===== src/array_priority_queue_defines.svh =====
// ----------------------------------------------------------------------------
// Assertion macros for the array priority queue
// Shared wrappers for the concurrent checks in the queue RTL.
// ----------------------------------------------------------------------------
`ifndef ARRAY_PRIORITY_QUEUE_DEFINES_SVH
`define ARRAY_PRIORITY_QUEUE_DEFINES_SVH

// Same-cycle implication, disabled during reset
`define APQ_ASSERT_IMP(lbl, clk, rst, ante, cons, msg) \
   lbl: assert property (@(posedge clk) disable iff (rst) (ante) |-> (cons)) \
      else $error(msg);

// Next-cycle implication, disabled during reset
`define APQ_ASSERT_NXT(lbl, clk, rst, ante, cons, msg) \
   lbl: assert property (@(posedge clk) disable iff (rst) (ante) |=> (cons)) \
      else $error(msg);

`endif


===== src/apq_pkg.sv =====
// ----------------------------------------------------------------------------
// apq_pkg
// Types and codes shared by the array priority queue modules.
// ----------------------------------------------------------------------------
package apq_pkg;

   localparam int DATA_W = 32;
   localparam int OP_W   = 2;
   localparam int STAT_W = 2;
   localparam int OCC_W  = 4;

   // Operation codes
   localparam logic [OP_W-1:0] OP_INSERT = 2'd0;
   localparam logic [OP_W-1:0] OP_REMOVE = 2'd1;
   localparam logic [OP_W-1:0] OP_CLEAR  = 2'd2;

   // Status codes
   localparam logic [STAT_W-1:0] ST_OK        = 2'd0;
   localparam logic [STAT_W-1:0] ST_OVERFLOW  = 2'd1;
   localparam logic [STAT_W-1:0] ST_UNDERFLOW = 2'd2;

   // One stored entry
   typedef struct packed {
      logic signed [DATA_W-1:0] val;
      logic signed [DATA_W-1:0] pri;
   } entry_type;

   // Sequencer states
   typedef enum logic [1:0] {
      S_IDLE,
      S_SCAN,
      S_SHIFT
   } state_type;

   // Control from the sequencer to the best-entry tracker
   typedef struct packed {
      logic vld;    // candidate entry present this cycle
      logic first;  // candidate is entry zero: load unconditionally
   } scan_ctl_type;

endpackage


===== src/apq_mem.sv =====
// ----------------------------------------------------------------------------
// apq_mem
// Entry store: one write port, one read port with registered read data.
// ----------------------------------------------------------------------------
module apq_mem #(
   parameter int DEPTH  = 8,
   parameter int ADDR_W = 3
) (
   input  logic                clock,
   input  logic                wr_en,
   input  logic [ADDR_W-1:0]   wr_addr,
   input  apq_pkg::entry_type  wr_data,
   input  logic                rd_en,
   input  logic [ADDR_W-1:0]   rd_addr,
   output apq_pkg::entry_type  rd_data
);
   import apq_pkg::*;

   entry_type mem [DEPTH];
   entry_type rd_data_ff;

   // Write the addressed entry
   always_ff @(posedge clock) begin
      if (wr_en) begin
         mem[wr_addr] <= wr_data;
      end
   end

   // Register the read data
   always_ff @(posedge clock) begin
      if (rd_en) begin
         rd_data_ff <= mem[rd_addr];
      end
   end

   assign rd_data = rd_data_ff;

endmodule


===== src/apq_best.sv =====
// ----------------------------------------------------------------------------
// apq_best
// Shared signed comparator and best-entry registers for the priority scan.
// ----------------------------------------------------------------------------
module apq_best #(
   parameter int IDX_W = 4
) (
   input  logic                   clock,
   input  apq_pkg::scan_ctl_type  ctl,
   input  logic [IDX_W-1:0]       cand_idx,
   input  apq_pkg::entry_type     cand,
   output logic [IDX_W-1:0]       best_idx_in,
   output logic signed [apq_pkg::DATA_W-1:0] best_val
);
   import apq_pkg::*;

   logic [IDX_W-1:0]         best_idx_ff;
   logic signed [DATA_W-1:0] best_pri_ff;
   logic signed [DATA_W-1:0] best_pri_in;
   logic signed [DATA_W-1:0] best_val_ff;
   logic signed [DATA_W-1:0] best_val_in;
   logic                     take;

   // Strictly greater wins, so the earliest entry keeps a tie
   assign take = ctl.vld && (ctl.first || (cand.pri > best_pri_ff));

   // Select the new leader
   always_comb begin
      best_idx_in = best_idx_ff;
      best_pri_in = best_pri_ff;
      best_val_in = best_val_ff;
      if (take) begin
         best_idx_in = cand_idx;
         best_pri_in = cand.pri;
         best_val_in = cand.val;
      end
   end

   // Hold the leader
   always_ff @(posedge clock) begin
      best_idx_ff <= best_idx_in;
      best_pri_ff <= best_pri_in;
      best_val_ff <= best_val_in;
   end

   assign best_val = best_val_ff;

endmodule


===== src/array_priority_queue.sv =====
// ----------------------------------------------------------------------------
// array_priority_queue
// Bounded priority queue of QUEUE_DEPTH value and priority pairs, kept
// unsorted in arrival order. Raise start with an item while busy is low; every
// item gives exactly one result, shown for one cycle with rsp_valid high, and
// the receiver must take it then. Insert, clear, an unused op code, overflow
// and underflow give their result in the cycle after the item is taken. A
// remove on n entries reads every entry through the single read port of the
// entry memory into one comparator, then moves the later entries down one
// place through the same port. No clearing pass follows reset.
// ----------------------------------------------------------------------------
`include "array_priority_queue_defines.svh"

module array_priority_queue #(
   parameter int QUEUE_DEPTH = 8
) (
   input  logic                                clock,
   input  logic                                reset,
   input  logic                                start,
   output logic                                busy,
   input  logic [apq_pkg::OP_W-1:0]            req_op,
   input  logic signed [apq_pkg::DATA_W-1:0]   req_value_in,
   input  logic signed [apq_pkg::DATA_W-1:0]   req_priority_in,
   output logic                                rsp_valid,
   output logic signed [apq_pkg::DATA_W-1:0]   rsp_value_out,
   output logic [apq_pkg::STAT_W-1:0]          rsp_status,
   output logic [apq_pkg::OCC_W-1:0]           rsp_occupancy
);
   import apq_pkg::*;

   localparam int AW = $clog2(QUEUE_DEPTH);
   localparam int CW = $clog2(QUEUE_DEPTH + 1);

   state_type state_ff, state_in;

   logic [CW-1:0] count_ff, count_in;
   logic [CW-1:0] rd_ptr_ff, rd_ptr_in;
   logic [CW-1:0] wr_ptr_ff, wr_ptr_in;
   logic          rd_vld_ff, rd_vld_in;
   logic [CW-1:0] rd_tag_ff, rd_tag_in;

   logic                     rsp_valid_ff, rsp_valid_in;
   logic signed [DATA_W-1:0] rsp_value_ff, rsp_value_in;
   logic [STAT_W-1:0]        rsp_status_ff, rsp_status_in;
   logic [OCC_W-1:0]         rsp_occ_ff, rsp_occ_in;
   logic [CW+OCC_W-1:0]      occ_ext;

   logic      mem_we;
   logic [AW-1:0] mem_waddr;
   entry_type mem_wdata;
   logic      mem_re;
   logic [AW-1:0] mem_raddr;
   entry_type mem_rdata;

   scan_ctl_type             scan_ctl;
   logic [CW-1:0]            best_idx_in;
   logic signed [DATA_W-1:0] best_val;

   logic accept;
   logic rd_more;
   logic scan_last;
   logic shift_done;

   apq_mem #(
      .DEPTH  (QUEUE_DEPTH),
      .ADDR_W (AW)
   ) u_mem (
      .clock   (clock),
      .wr_en   (mem_we),
      .wr_addr (mem_waddr),
      .wr_data (mem_wdata),
      .rd_en   (mem_re),
      .rd_addr (mem_raddr),
      .rd_data (mem_rdata)
   );

   apq_best #(
      .IDX_W (CW)
   ) u_best (
      .clock       (clock),
      .ctl         (scan_ctl),
      .cand_idx    (rd_tag_ff),
      .cand        (mem_rdata),
      .best_idx_in (best_idx_in),
      .best_val    (best_val)
   );

   assign busy       = (state_ff != S_IDLE);
   assign accept     = start && !busy;
   assign rd_more    = (rd_ptr_ff < count_ff);
   assign scan_last  = rd_vld_ff && (rd_tag_ff == (count_ff - CW'(1)));
   assign shift_done = !rd_more && !rd_vld_ff;

   // Next state
   always_comb begin
      state_in = state_ff;
      unique case (state_ff)
         S_IDLE: begin
            if (accept && (req_op == OP_REMOVE) && (count_ff != '0)) begin
               state_in = S_SCAN;
            end
         end
         S_SCAN: begin
            if (scan_last) begin
               state_in = S_SHIFT;
            end
         end
         S_SHIFT: begin
            if (shift_done) begin
               state_in = S_IDLE;
            end
         end
         default: state_in = S_IDLE;
      endcase
   end

   // Datapath controls and next values
   always_comb begin
      count_in       = count_ff;
      rd_ptr_in      = rd_ptr_ff;
      wr_ptr_in      = wr_ptr_ff;
      rd_vld_in      = 1'b0;
      rd_tag_in      = rd_ptr_ff;
      mem_we         = 1'b0;
      mem_waddr      = count_ff[AW-1:0];
      mem_wdata.val  = req_value_in;
      mem_wdata.pri  = req_priority_in;
      mem_re         = 1'b0;
      mem_raddr      = rd_ptr_ff[AW-1:0];
      scan_ctl.vld   = 1'b0;
      scan_ctl.first = 1'b0;
      rsp_valid_in   = 1'b0;
      rsp_value_in   = '0;
      rsp_status_in  = ST_OK;

      unique case (state_ff)
         S_IDLE: begin
            if (accept) begin
               unique case (req_op)
                  OP_INSERT: begin
                     rsp_valid_in = 1'b1;
                     if (count_ff == CW'(QUEUE_DEPTH)) begin
                        rsp_status_in = ST_OVERFLOW;
                     end else begin
                        mem_we   = 1'b1;
                        count_in = count_ff + CW'(1);
                     end
                  end
                  OP_REMOVE: begin
                     if (count_ff == '0) begin
                        rsp_valid_in  = 1'b1;
                        rsp_status_in = ST_UNDERFLOW;
                     end else begin
                        rd_ptr_in = '0;
                     end
                  end
                  OP_CLEAR: begin
                     rsp_valid_in = 1'b1;
                     count_in     = '0;
                  end
                  default: begin
                     rsp_valid_in = 1'b1;
                  end
               endcase
            end
         end
         S_SCAN: begin
            // Issue the next read and compare the data that came back
            if (rd_more) begin
               mem_re    = 1'b1;
               rd_vld_in = 1'b1;
               rd_ptr_in = rd_ptr_ff + CW'(1);
            end
            scan_ctl.vld   = rd_vld_ff;
            scan_ctl.first = (rd_tag_ff == '0);
            if (scan_last) begin
               rd_ptr_in = best_idx_in + CW'(1);
               wr_ptr_in = best_idx_in;
            end
         end
         S_SHIFT: begin
            // Read one entry ahead, write it one place down
            if (rd_more) begin
               mem_re    = 1'b1;
               rd_vld_in = 1'b1;
               rd_ptr_in = rd_ptr_ff + CW'(1);
            end
            if (rd_vld_ff) begin
               mem_we    = 1'b1;
               mem_waddr = wr_ptr_ff[AW-1:0];
               mem_wdata = mem_rdata;
               wr_ptr_in = wr_ptr_ff + CW'(1);
            end
            if (shift_done) begin
               count_in     = count_ff - CW'(1);
               rsp_valid_in = 1'b1;
               rsp_value_in = best_val;
            end
         end
         default: begin
         end
      endcase
   end

   // Occupancy carries the low bits of the count
   assign occ_ext    = {{OCC_W{1'b0}}, count_in};
   assign rsp_occ_in = occ_ext[OCC_W-1:0];

   // Control registers
   always_ff @(posedge clock) begin
      if (reset) begin
         state_ff     <= S_IDLE;
         count_ff     <= '0;
         rd_vld_ff    <= 1'b0;
         rsp_valid_ff <= 1'b0;
      end else begin
         state_ff     <= state_in;
         count_ff     <= count_in;
         rd_vld_ff    <= rd_vld_in;
         rsp_valid_ff <= rsp_valid_in;
      end
   end

   // Pointers and result payload
   always_ff @(posedge clock) begin
      rd_ptr_ff     <= rd_ptr_in;
      wr_ptr_ff     <= wr_ptr_in;
      rd_tag_ff     <= rd_tag_in;
      rsp_value_ff  <= rsp_value_in;
      rsp_status_ff <= rsp_status_in;
      rsp_occ_ff    <= rsp_occ_in;
   end

   assign rsp_valid     = rsp_valid_ff;
   assign rsp_value_out = rsp_value_ff;
   assign rsp_status    = rsp_status_ff;
   assign rsp_occupancy = rsp_occ_ff;

   // Checks
   `APQ_ASSERT_IMP(a_count_bound, clock, reset, 1'b1,
      count_ff <= CW'(QUEUE_DEPTH), "count above depth")
   `APQ_ASSERT_IMP(a_rsp_idle, clock, reset, rsp_valid_ff,
      state_ff == S_IDLE, "result while busy")
   `APQ_ASSERT_NXT(a_quick_rsp, clock, reset,
      accept && ((req_op != OP_REMOVE) || (count_ff == '0)),
      rsp_valid_ff, "short item gave no result")
   `APQ_ASSERT_IMP(a_shift_order, clock, reset, state_ff == S_SHIFT,
      wr_ptr_ff < rd_ptr_ff, "shift pointers crossed")
   `APQ_ASSERT_IMP(a_underflow_empty, clock, reset,
      rsp_valid_ff && (rsp_status_ff == ST_UNDERFLOW),
      count_ff == '0, "underflow with entries held")

endmodule


===== config.mk =====
export PLATFORM = sky130hd
export DESIGN_NAME = array_priority_queue
export DESIGN_NICKNAME = d
export VERILOG_FILES = /design/src/apq_pkg.sv /design/src/apq_mem.sv /design/src/apq_best.sv /design/src/array_priority_queue.sv
export VERILOG_INCLUDE_DIRS = /design/src /design/src/src
export SDC_FILE = /design/constraint.sdc
export NUM_CORES = 1
export LEC_CHECK = 0
export ABC_AREA = 1
export BUFFER_PORTS_ARGS = -buffer_cell sky130_fd_sc_hd__buf_2
export CAP_MARGIN = 0
export CORE_MARGIN = 4
export CORE_UTILIZATION = 60
export CTS_BUF_LIST = sky130_fd_sc_hd__clkbuf_8
export DETAILED_ROUTE_END_ITERATION = 10
export PLACE_DENSITY_LB_ADDON = 0.12
export SETUP_SLACK_MARGIN = 0.05
export SLEW_MARGIN = 20
export SYNTH_ARGS = -nofsm -noshare
export SYNTH_HDL_FRONTEND = slang
export SYNTH_SLANG_ARGS = --single-unit

===== constraint.sdc =====
create_clock -name clock -period 5.1 [get_ports clock]
set_input_delay 1.02 -clock clock [delete_from_list [all_inputs] [get_ports clock]]
set_output_delay 1.02 -clock clock [all_outputs]
set_load 0.01 [all_outputs]

After elaboration in Yosys (flattened, before gate mapping):

Memory sizes are Yosys's and may differ from the RTL's. A register that Yosys moved wholly into a read port is not among the register bits.
Cells that the tools add are included.

* register bits after elaboration: 126
* RAM bits: 512
* input port bits: 69
* output and inout port bits: 40
* memories kept: 1

Memories
* u_mem.mem: words 8, width 64, read ports 1, clocked after Yosys merged registers in 1, write ports 1, line apq_mem.sv:19 `entry_type mem [DEPTH];`

* $add $sub $neg: 5
* magnitude comparators: 2
* equality and inequality tests: 13
* muxes and demuxes: 41
* reductions and logical operators: 24

Operators by type and width (number)
* 64-bit two-way mux: 2
* 4-bit two-way mux: 11
* 32-bit greater-than comparator: 1
* 4-bit one-hot mux with 2 select lines: 3
* 4-bit by 1-bit adder with 4-bit output, second input constant: 4
* 2-bit != test, second input constant: 7
* 1-bit two-way mux: 13
* 4-bit one-hot mux with 3 select lines: 1
* 2-bit two-way mux: 5
* 4-bit zero test: 2
* 1-bit logical AND: 6
* 3-bit two-way mux: 2
* 2-bit one-hot mux with 3 select lines: 1
* 3-bit AND reduction: 2
* 2-bit by 1-bit == test with 1-bit output, second input constant: 2
* 2-bit == test, second input constant: 2
* 4-bit == test: 1
* 4-bit == test, second input constant: 1
* 2-bit zero test: 2
* 4-bit less-than comparator: 1
* 1-bit one-hot mux with 2 select lines: 2
* 2-bit one-hot mux with 2 select lines: 1
* 2-bit AND reduction: 2
* 4-bit AND reduction: 1
* 7 further kinds: 10

Depth between registers and ports, before layout:

Gate-level depths: netlist of run 1.

* depth after elaboration: 8
* gate-level depth with buffers: 24

Hierarchy:

Synthesis of run 1 repeated with hierarchy kept, for this count alone.

* cell total of the unflattened synthesis: 3038
* area total of the unflattened synthesis: 30454.2 sq um

Modules (own cells, without submodules)
* apq_mem: times used 1, cells an instance 2294, area each 24298.3 sq um
* array_priority_queue: times used 1, cells an instance 517, area each 3204.3 sq um
* apq_best: times used 1, cells an instance 227, area each 2951.6 sq um

Worst setup path before layout of run 1:

No wires, ideal clock.

* path kind: in2reg
* from: input req_op[1] (netlist bit)
* to: memory u_mem.mem[0][0] (netlist bit), enable pin
* library setup time: 0.486 ns
* arrival: 4.295 ns
* path slack: 0.319 ns
* stages: 7
* cell sequence: nor2_1 > nand2_1 > nor2_1 > inv_1 > nand2_1 > nand3_1 > nor2_1

* longest elaborated chain between the ends: 6

Ends and longest elaborated chain
* start: declaration: line array_priority_queue.sv:21 `input logic [apq_pkg::OP_W-1:0] req_op,`
* 2-bit zero test: line array_priority_queue.sv:139 `unique case (req_op)`
* 1-bit two-way mux: line array_priority_queue.sv:139
* 1-bit two-way mux: line array_priority_queue.sv:138 `if (accept) begin`
* 1-bit one-hot mux with 2 select lines: line array_priority_queue.sv:136 `unique case (state_ff)`
* 1-bit two-way mux: line apq_mem.sv:24 `if (wr_en) begin`
* 1-bit two-way mux (implied by the code): line apq_mem.sv:25 `mem[wr_addr] <= wr_data;`
* end: declaration: line apq_mem.sv:19

Every way passes these cells.

Worst setup path after layout of run 1:

* from: register, netlist name u_mem.rd_data[31]
* to: register u_best.best_pri_ff[20], enable pin

* longest elaborated chain between the ends: 3

Ends and longest elaborated chain
* 32-bit greater-than comparator: line apq_best.sv:25 `assign take = ctl.vld && (ctl.first || (cand.pri > best_pri_ff));`
* 1-bit logical OR: line apq_best.sv:25
* 1-bit logical AND: line apq_best.sv:25
* end signal: assignment: line apq_best.sv:42 `best_pri_ff <= best_pri_in;`
* end: declaration: line apq_best.sv:18 `logic signed [DATA_W-1:0] best_pri_ff;`

Every way passes these cells.
A chain may end at the register's enable or synchronous reset.

==> metrics.md, run 1 <==
| Metric | Value |
|---|---|
| Worst-path clk slew | `0.06 ns` |
| First-pass GRT wire length | `93.72 mm` |
| Vias per cell | `5.764` |
| Hold-fix buffers at CTS | `0` |
| Vias in the first global route | `16947` |
| CP startpoint kind | `flip-flop` |
| Pin slew with the least headroom to its limit | `1.110 ns` |
| Switching power | `0.004146 W` |
| GRT overflow | `0` |
| 1st-pass router iterations | `5` |
| Internal power | `0.009958 W` |
| Post-Syn Instances | `2101` |
| DRT iter0 DRCs | `1476` |
| GP Congestion | `0.8317` |
| Yosys reg bits | `701` |
| CTS sink cnt | `701` |
| Initial Util | `60.66%` |
| Clk_skew | `0.03176 ns` |
| Root Buffer Master | `clkbuf_8` |
| Top cell type's share of synthesized area | `70.58%` |
| Port Buf Inserts | `108` |
| Fmax | `280.2 MHz` |
| Ys async rst share | `0%` |
| Final WL | `59.32 mm` |
| Crit path max fanout | `29` |
| Worst-skew pair later-pin latency | `0.69 ns` |
| Part of the cycle the worst path needs | `69.98%` |
| Synth warn | `0` |
| Outcome | `complete, no violations` |
| DR DRC count | `0` |
| Area leader, netlist | `edfxtp_1` |
| I/O Pins | `109` |
| Core box area | `0.04538 sq mm` |
| Largest net degree at the start of global routing | `207` |
| Leak pwr | `11.04 nW` |
| Max_slew headroom | `25.97%` |
| Final Hold Fails | `0` |
| Clock share of power | `31.7%` |
| Crit Path Category | `reg2reg` |
| Mapped Area | `0.02753 sq mm` |
| Max-Cap Viols | `0` |
| Fin. max-slew vios | `0` |
| HPWL after detailed placement | `32.66 mm` |
| Non-filler cells, final | `2929` |
| Worst-case clock buffer depth | `3` |
| Die width | `222.2 microns` |
| Die height | `222.2 microns` |
| Post-synth EDFFs | `647` |
| Share of cells above drive strength 1 | `16.07%` |
| Final antenna-violating net count | `0` |
| Die ar. | `0.04937 sq mm` |
| CTS resizes | `0` |
| Register area share after synthesis | `74.51%` |
| Post-synth top cells | `647 x edfxtp_1, 511 x nor2_1, 269 x o21ai_0` |
| Routed length per instance | `20.25 microns` |
| Most frequent cell after synthesis | `edfxtp_1` |
| Total CTS buffers | `107` |
| Peak supply drop | `0.0003137 V` |
| Syn Nets | `2213` |
| Post-CTS Setup Bufs | `0` |
| Fillers | `3258` |
| Mean Syn Cell Area | `13.10 sq um` |
| H-Tree Depth | `3` |
| Critical Path RT | `5.43 ns` |
| Post-synth cell types | `40` |
| Final setup violation count | `0` |
| GRT Overall Usage | `23.97%` |
| CP arrival | `3.90 ns` |
| NumNets Final | `2348` |
| Cells after DPL | `2727` |
| Tmin final | `3.569 ns` |
| Unrepaired setup endpoints after global routing | `false` |
| Switching Fraction | `29.40%` |
| Cells taking the most area after synthesis | `edfxtp_1 71%, nor2_1 7.0%, o21ai_0 4.9%` |
| Initial antenna violation count | `1` |
| Sequential Power Share | `49.6%` |
| Hold WC Path Type | `reg2reg` |
| Vias | `16883` |
| CTS tree | `done` |
| Pwr Density | `456.5 mW/mm^2` |
| # rows | `78` |
| Setup TNS | `0 ns` |
| Synth Flop Type | `edfxtp_1` |
| Critical path endpoint category | `flip-flop` |
| Area grow syn2layout | `12.24%` |
| Combinational power share | `18.7%` |
state kept, by name (all words and copies together), names as in the netlist, 2 cells and up:
register,count
rsp_occupancy,4
count_ff,4
rd_tag_ff,4
u_mem.rd_data,64
state_ff,2
rsp_status,2
rsp_value_out,32
rd_ptr_ff,4
u_best.best_idx_ff,4
wr_ptr_ff,3
u_mem.mem,512
u_best.best_pri_ff,32
u_best.best_val,32
metrics by stage:
stage	setup WS, ns	power (W)	hold WS, ns	cell area (sq um)	utilization (%)
floorplan	0.3191	0.008873	0.3887	27530	-
global placement	1.598	0.009651	0.4193	28790	63.44
detailed placement	1.526	0.009729	0.4305	28790	63.44
CTS	1.508	0.01419	0.4405	30890	68.07
global route	1.331	0.01483	0.4615	30890	68.08
finish	1.531	0.01410	0.4394	30890	68.08
cells in the final DEF (no fill, tap or decap), types with 4 or more instances in the layout:
master and count:
o21ai_0 269, a31oi_1 66, mux2_2 63, ha_1 43, clkinv_1 25, clkinvlp_4 4, clkbuf_8 119, xor2_1 4
nand2_2 6, bufinv_16 4, buf_12 8, nor2_1 502, nand2_1 76, inv_1 128, o22ai_1 65, buf_2 108
buf_4 19, dfxtp_1 54, clkinv_2 19, nand3_1 27, a21oi_1 23, nor2_4 9, nand4_1 5, edfxtp_1 647
worst max-delay path, stage by stage, from the launching register on:
cell      delay [ns]
edfxtp_1        0.41
ha_1            0.41
nand2_1         0.11
nor2_2          0.14
nand2_2         0.11
nor4_4          0.22
nand2_1         0.13
nand2_1         0.08
nand2_1         0.05
nand2_1         0.11
nand2_2         0.10
nand2_4         0.10
nand2_4         0.07
inv_2           0.68
buf_4           0.46
kinds of logic (layout without fill, tap and decap cells):
| logic type | count (synthesis) | in the layout | synth area share [%] |
|---|---|---|---|
| buffers and inverters | 213 | 440 | 2.918 |
| AND/OR/NAND/NOR | 638 | 638 | 9.146 |
| adder cells (fa/ha/maj) | 43 | 43 | 1.955 |
| AO/OA/AOI/OAI | 436 | 436 | 8.673 |
| multiplexers | 63 | 63 | 2.577 |
| flip-flops | 701 | 701 | 74.51 |
| other | 0 | 1 | 0 |
| XOR/XNOR | 7 | 7 | 0.2227 |
layer usage:
metal  track usage (%)  wire length, microns  vias up
met5                 0                     0        -
met4             6.923                  1088        0
met3             3.911                  3907       86
met2             38.61                 28520      601
met1             34.50                 25790     8319
li1                  -                     -     7877
layout make-up:
cell class              count  area [sq um]  area share [%]
flip-flops and latches    701         20510           66.39
multi-input cells        1187          6289           20.35
clock buffers             119          1638           5.301
repair buffers            135         843.3           2.730
well taps                 600         750.7           2.430
clock inverters            82         462.9           1.498
inverters                 104         399.1           1.292
diodes                      1         2.502        0.008100
final timing paths:
| kind | start | endpoint | slack, ns | cells past startpoint |
|---|---|---|---|---|
| min | u_mem.rd_data[53] | u_best.best_val[21] | 0.44 | 0 |
| max | u_mem.rd_data[31] | u_best.best_pri_ff[20] | 1.53 | 14 |
| max reg2reg | u_mem.rd_data[31] | u_best.best_pri_ff[20] | 1.53 | 14 |
| min reg2reg | u_mem.rd_data[53] | u_best.best_val[21] | 0.44 | 0 |
power groups by stage:
stage / clock network [W] / logic, W / registers [W]
detailed placement: 0 / 0.00262 / 0.00711
floorplan: 0 / 0.00175 / 0.00712
finish: 0.00448 / 0.00263 / 0.00700
CTS: 0.00456 / 0.00263 / 0.00700
global placement: 0 / 0.00256 / 0.00710
global route: 0.00485 / 0.00295 / 0.00703
Power figures use the tool's default switching activity.
==> run 2, diff against run 1 <==
==> constraint.sdc (replaced) <==
create_clock -name clock -period 3.7 [get_ports clock]
set_input_delay 0.74 -clock clock [delete_from_list [all_inputs] [get_ports clock]]
set_output_delay 0.74 -clock clock [all_outputs]
set_load 0.01 [all_outputs]
==> run 2 against run 1 <==
  * Sequential share of layout area down 0.35 points
  * Maximum frequency up 22%
  * Global-route usage down 0.40 points
  * Final cell count up 0.31%
  * Non-clock buffer count up 11
  * Design area up 0.53%
  * Largest cell class unchanged
  * Hold slack worse by 0.13 ns
  * First-iteration DRC count down 4.7%
  * Highest routed layer unchanged
  * Largest power group unchanged
  * Power up 37%
==> metrics.md, run 2 (same netlist as run 1, synthesis figures left out) <==
| Metric | Value |
|---|---|
| Setup TNS | `0 ns` |
| Hold-fix buffers at CTS | `0` |
| Final worst slack | `0.7712 ns` |
| Switching power | `0.005666 W` |
| CP arrival | `3.32 ns` |
| Post-CTS Setup Bufs | `0` |
| Crit Path Category | `reg2reg` |
| GP Congestion | `0.7940` |
| CP startpoint kind | `flip-flop` |
| GRT Overall Usage | `23.57%` |
| Pwr Density | `624.4 mW/mm^2` |
| GRT overflow | `0` |
| CTS sink cnt | `701` |
| CTS resizes | `0` |
| Die width | `222.2 microns` |
| I/O Pins | `109` |
| Vias in the first global route | `16709` |
| Clock share of power | `31.4%` |
| Worst-case clock buffer depth | `3` |
| First-pass GRT wire length | `91.58 mm` |
| Commonest non-fill, non-tap cell in the layout | `edfxtp_1` |
| Peak supply drop | `0.0004222 V` |
| Fmax | `341.4 MHz` |
| H-Tree Depth | `3` |
| Root Buffer Master | `clkbuf_8` |
| Sequential Power Share | `49.7%` |
| Clk_skew | `0.03576 ns` |
| Largest net degree at the start of global routing | `219` |
| Cells after DPL | `2738` |
| NumNets Final | `2358` |
| Worst-skew pair later-pin latency | `0.68 ns` |
| Crit path max fanout | `5` |
| # rows | `78` |
| Critical Path RT | `4.09 ns` |
| Vias per cell | `5.752` |
| Hold path cells | `2` |
| DRT iter0 DRCs | `1406` |
| Final WL | `59.63 mm` |
| Port Buf Inserts | `108` |
| Final Hold Fails | `0` |
| Outcome | `complete, no violations` |
| Internal power | `0.01373 W` |
| 1st-pass router iterations | `5` |
| Hold WC Path Type | `in2reg` |
| Core box area | `0.04538 sq mm` |
| Final antenna-violating net count | `0` |
| Finished Core Util | `68.44%` |
| Unrepaired setup endpoints after global routing | `false` |
| Fin. max-slew vios | `0` |
| Worst slack at placement | `0.7871 ns` |
| Switching Fraction | `29.22%` |
| Max reg flops | `512` |
| Critical path endpoint category | `flip-flop` |
| Initial Util | `60.66%` |
| Final setup violation count | `0` |
| Die ar. | `0.04937 sq mm` |
| Routed length per instance | `20.30 microns` |
| Vias | `16899` |
| Antenna Cells | `0` |
| CTS tree | `done` |
| Tmin final | `2.929 ns` |
| Largest register by flop count | `u_mem.mem` |
| Share of cells above drive strength 1 | `16.68%` |
| Pin slew with the least headroom to its limit | `1.099 ns` |
| Commonest cells after routing, fill and taps aside | `647 x edfxtp_1, 502 x nor2_1, 269 x o21ai_0` |
| Max-Cap Viols | `0` |
| Combinational power share | `18.9%` |
| Die height | `222.2 microns` |
| Max_slew headroom | `26.71%` |
| HPWL after detailed placement | `31.20 mm` |
| Non-filler cells, final | `2938` |
| Initial antenna violation count | `0` |
| Worst r2r path cells | `18` |
| Area grow syn2layout | `12.84%` |
| Part of the cycle the worst path needs | `79.16%` |
| Worst-path clk slew | `0.06 ns` |
| Total CTS buffers | `106` |
| DR DRC count | `0` |
| Leak pwr | `11.14 nW` |
==> run 2: critical path, cell delays in order (launching register included) <==
cell      delay [ns]
edfxtp_1        0.42
ha_1            0.38
nand2_1         0.11
nor2_2          0.15
nand2_2         0.10
nor4_4          0.19
nand2_1         0.11
nand2_1         0.07
nand2_1         0.04
nand2_1         0.07
nand2_2         0.09
nand2_4         0.10
nand2_4         0.07
nand2_1         0.10
nand2_2         0.10
ha_1            0.22
or2_1           0.22
nand3_1         0.06
a21oi_1         0.06
==> run 2: final timing paths <==
path                          start  slack [ns]                  end
setup / recovery  u_mem.rd_data[31]        0.77         rd_ptr_ff[2]
hold / removal            req_op[1]        0.31        rsp_status[1]
setup reg to reg  u_mem.rd_data[31]        0.77         rd_ptr_ff[2]
hold reg to reg   u_mem.rd_data[42]        0.45  u_best.best_val[10]
==> run 2: area by class of cell <==
type                       instances  area (sq um)
clock buffer                     124          1707
clock inverter                    76         391.6
fill                            3184         14320
inverter                         104         399.1
multi-input combinational       1187          6289
sequential                       701         20510
tap                              600         750.7
timing repair buffer             146          1013
==> run 2: metal layers <==
layer	track usage [%]	vias up	share of wire (%)	wire length [microns]
met5	0	-	0	0
met1	32.75	8385	43	25730
met3	3.699	82	6.0	3550
met4	7.443	0	1.8	1064
li1	-	7893	-	-
met2	39.04	539	49	29290
==> run 2: metrics by stage <==
stage / instance area (sq um) / hold WS [ns] / total power [W]
floorplan: 27530 / 0.3887 / 0.01222
global placement: 28960 / 0.4153 / 0.01332
detailed placement: 28960 / 0.4307 / 0.01344
CTS: 31060 / 0.2462 / 0.01953
global route: 31060 / 0.2758 / 0.02036
finish: 31060 / 0.3123 / 0.01939
==> run 2: power groups by stage <==
stage | registers (W) | clock network [W] | logic, W
6_report | 0.00964 | 0.00609 | 0.00366
5_1_grt | 0.00969 | 0.00661 | 0.00406
3_5_place_dp | 0.00980 | 0 | 0.00363
4_1_cts | 0.00964 | 0.00623 | 0.00365
3_3_place_gp | 0.00978 | 0 | 0.00354
2_1_floorplan | 0.00980 | 0 | 0.00242
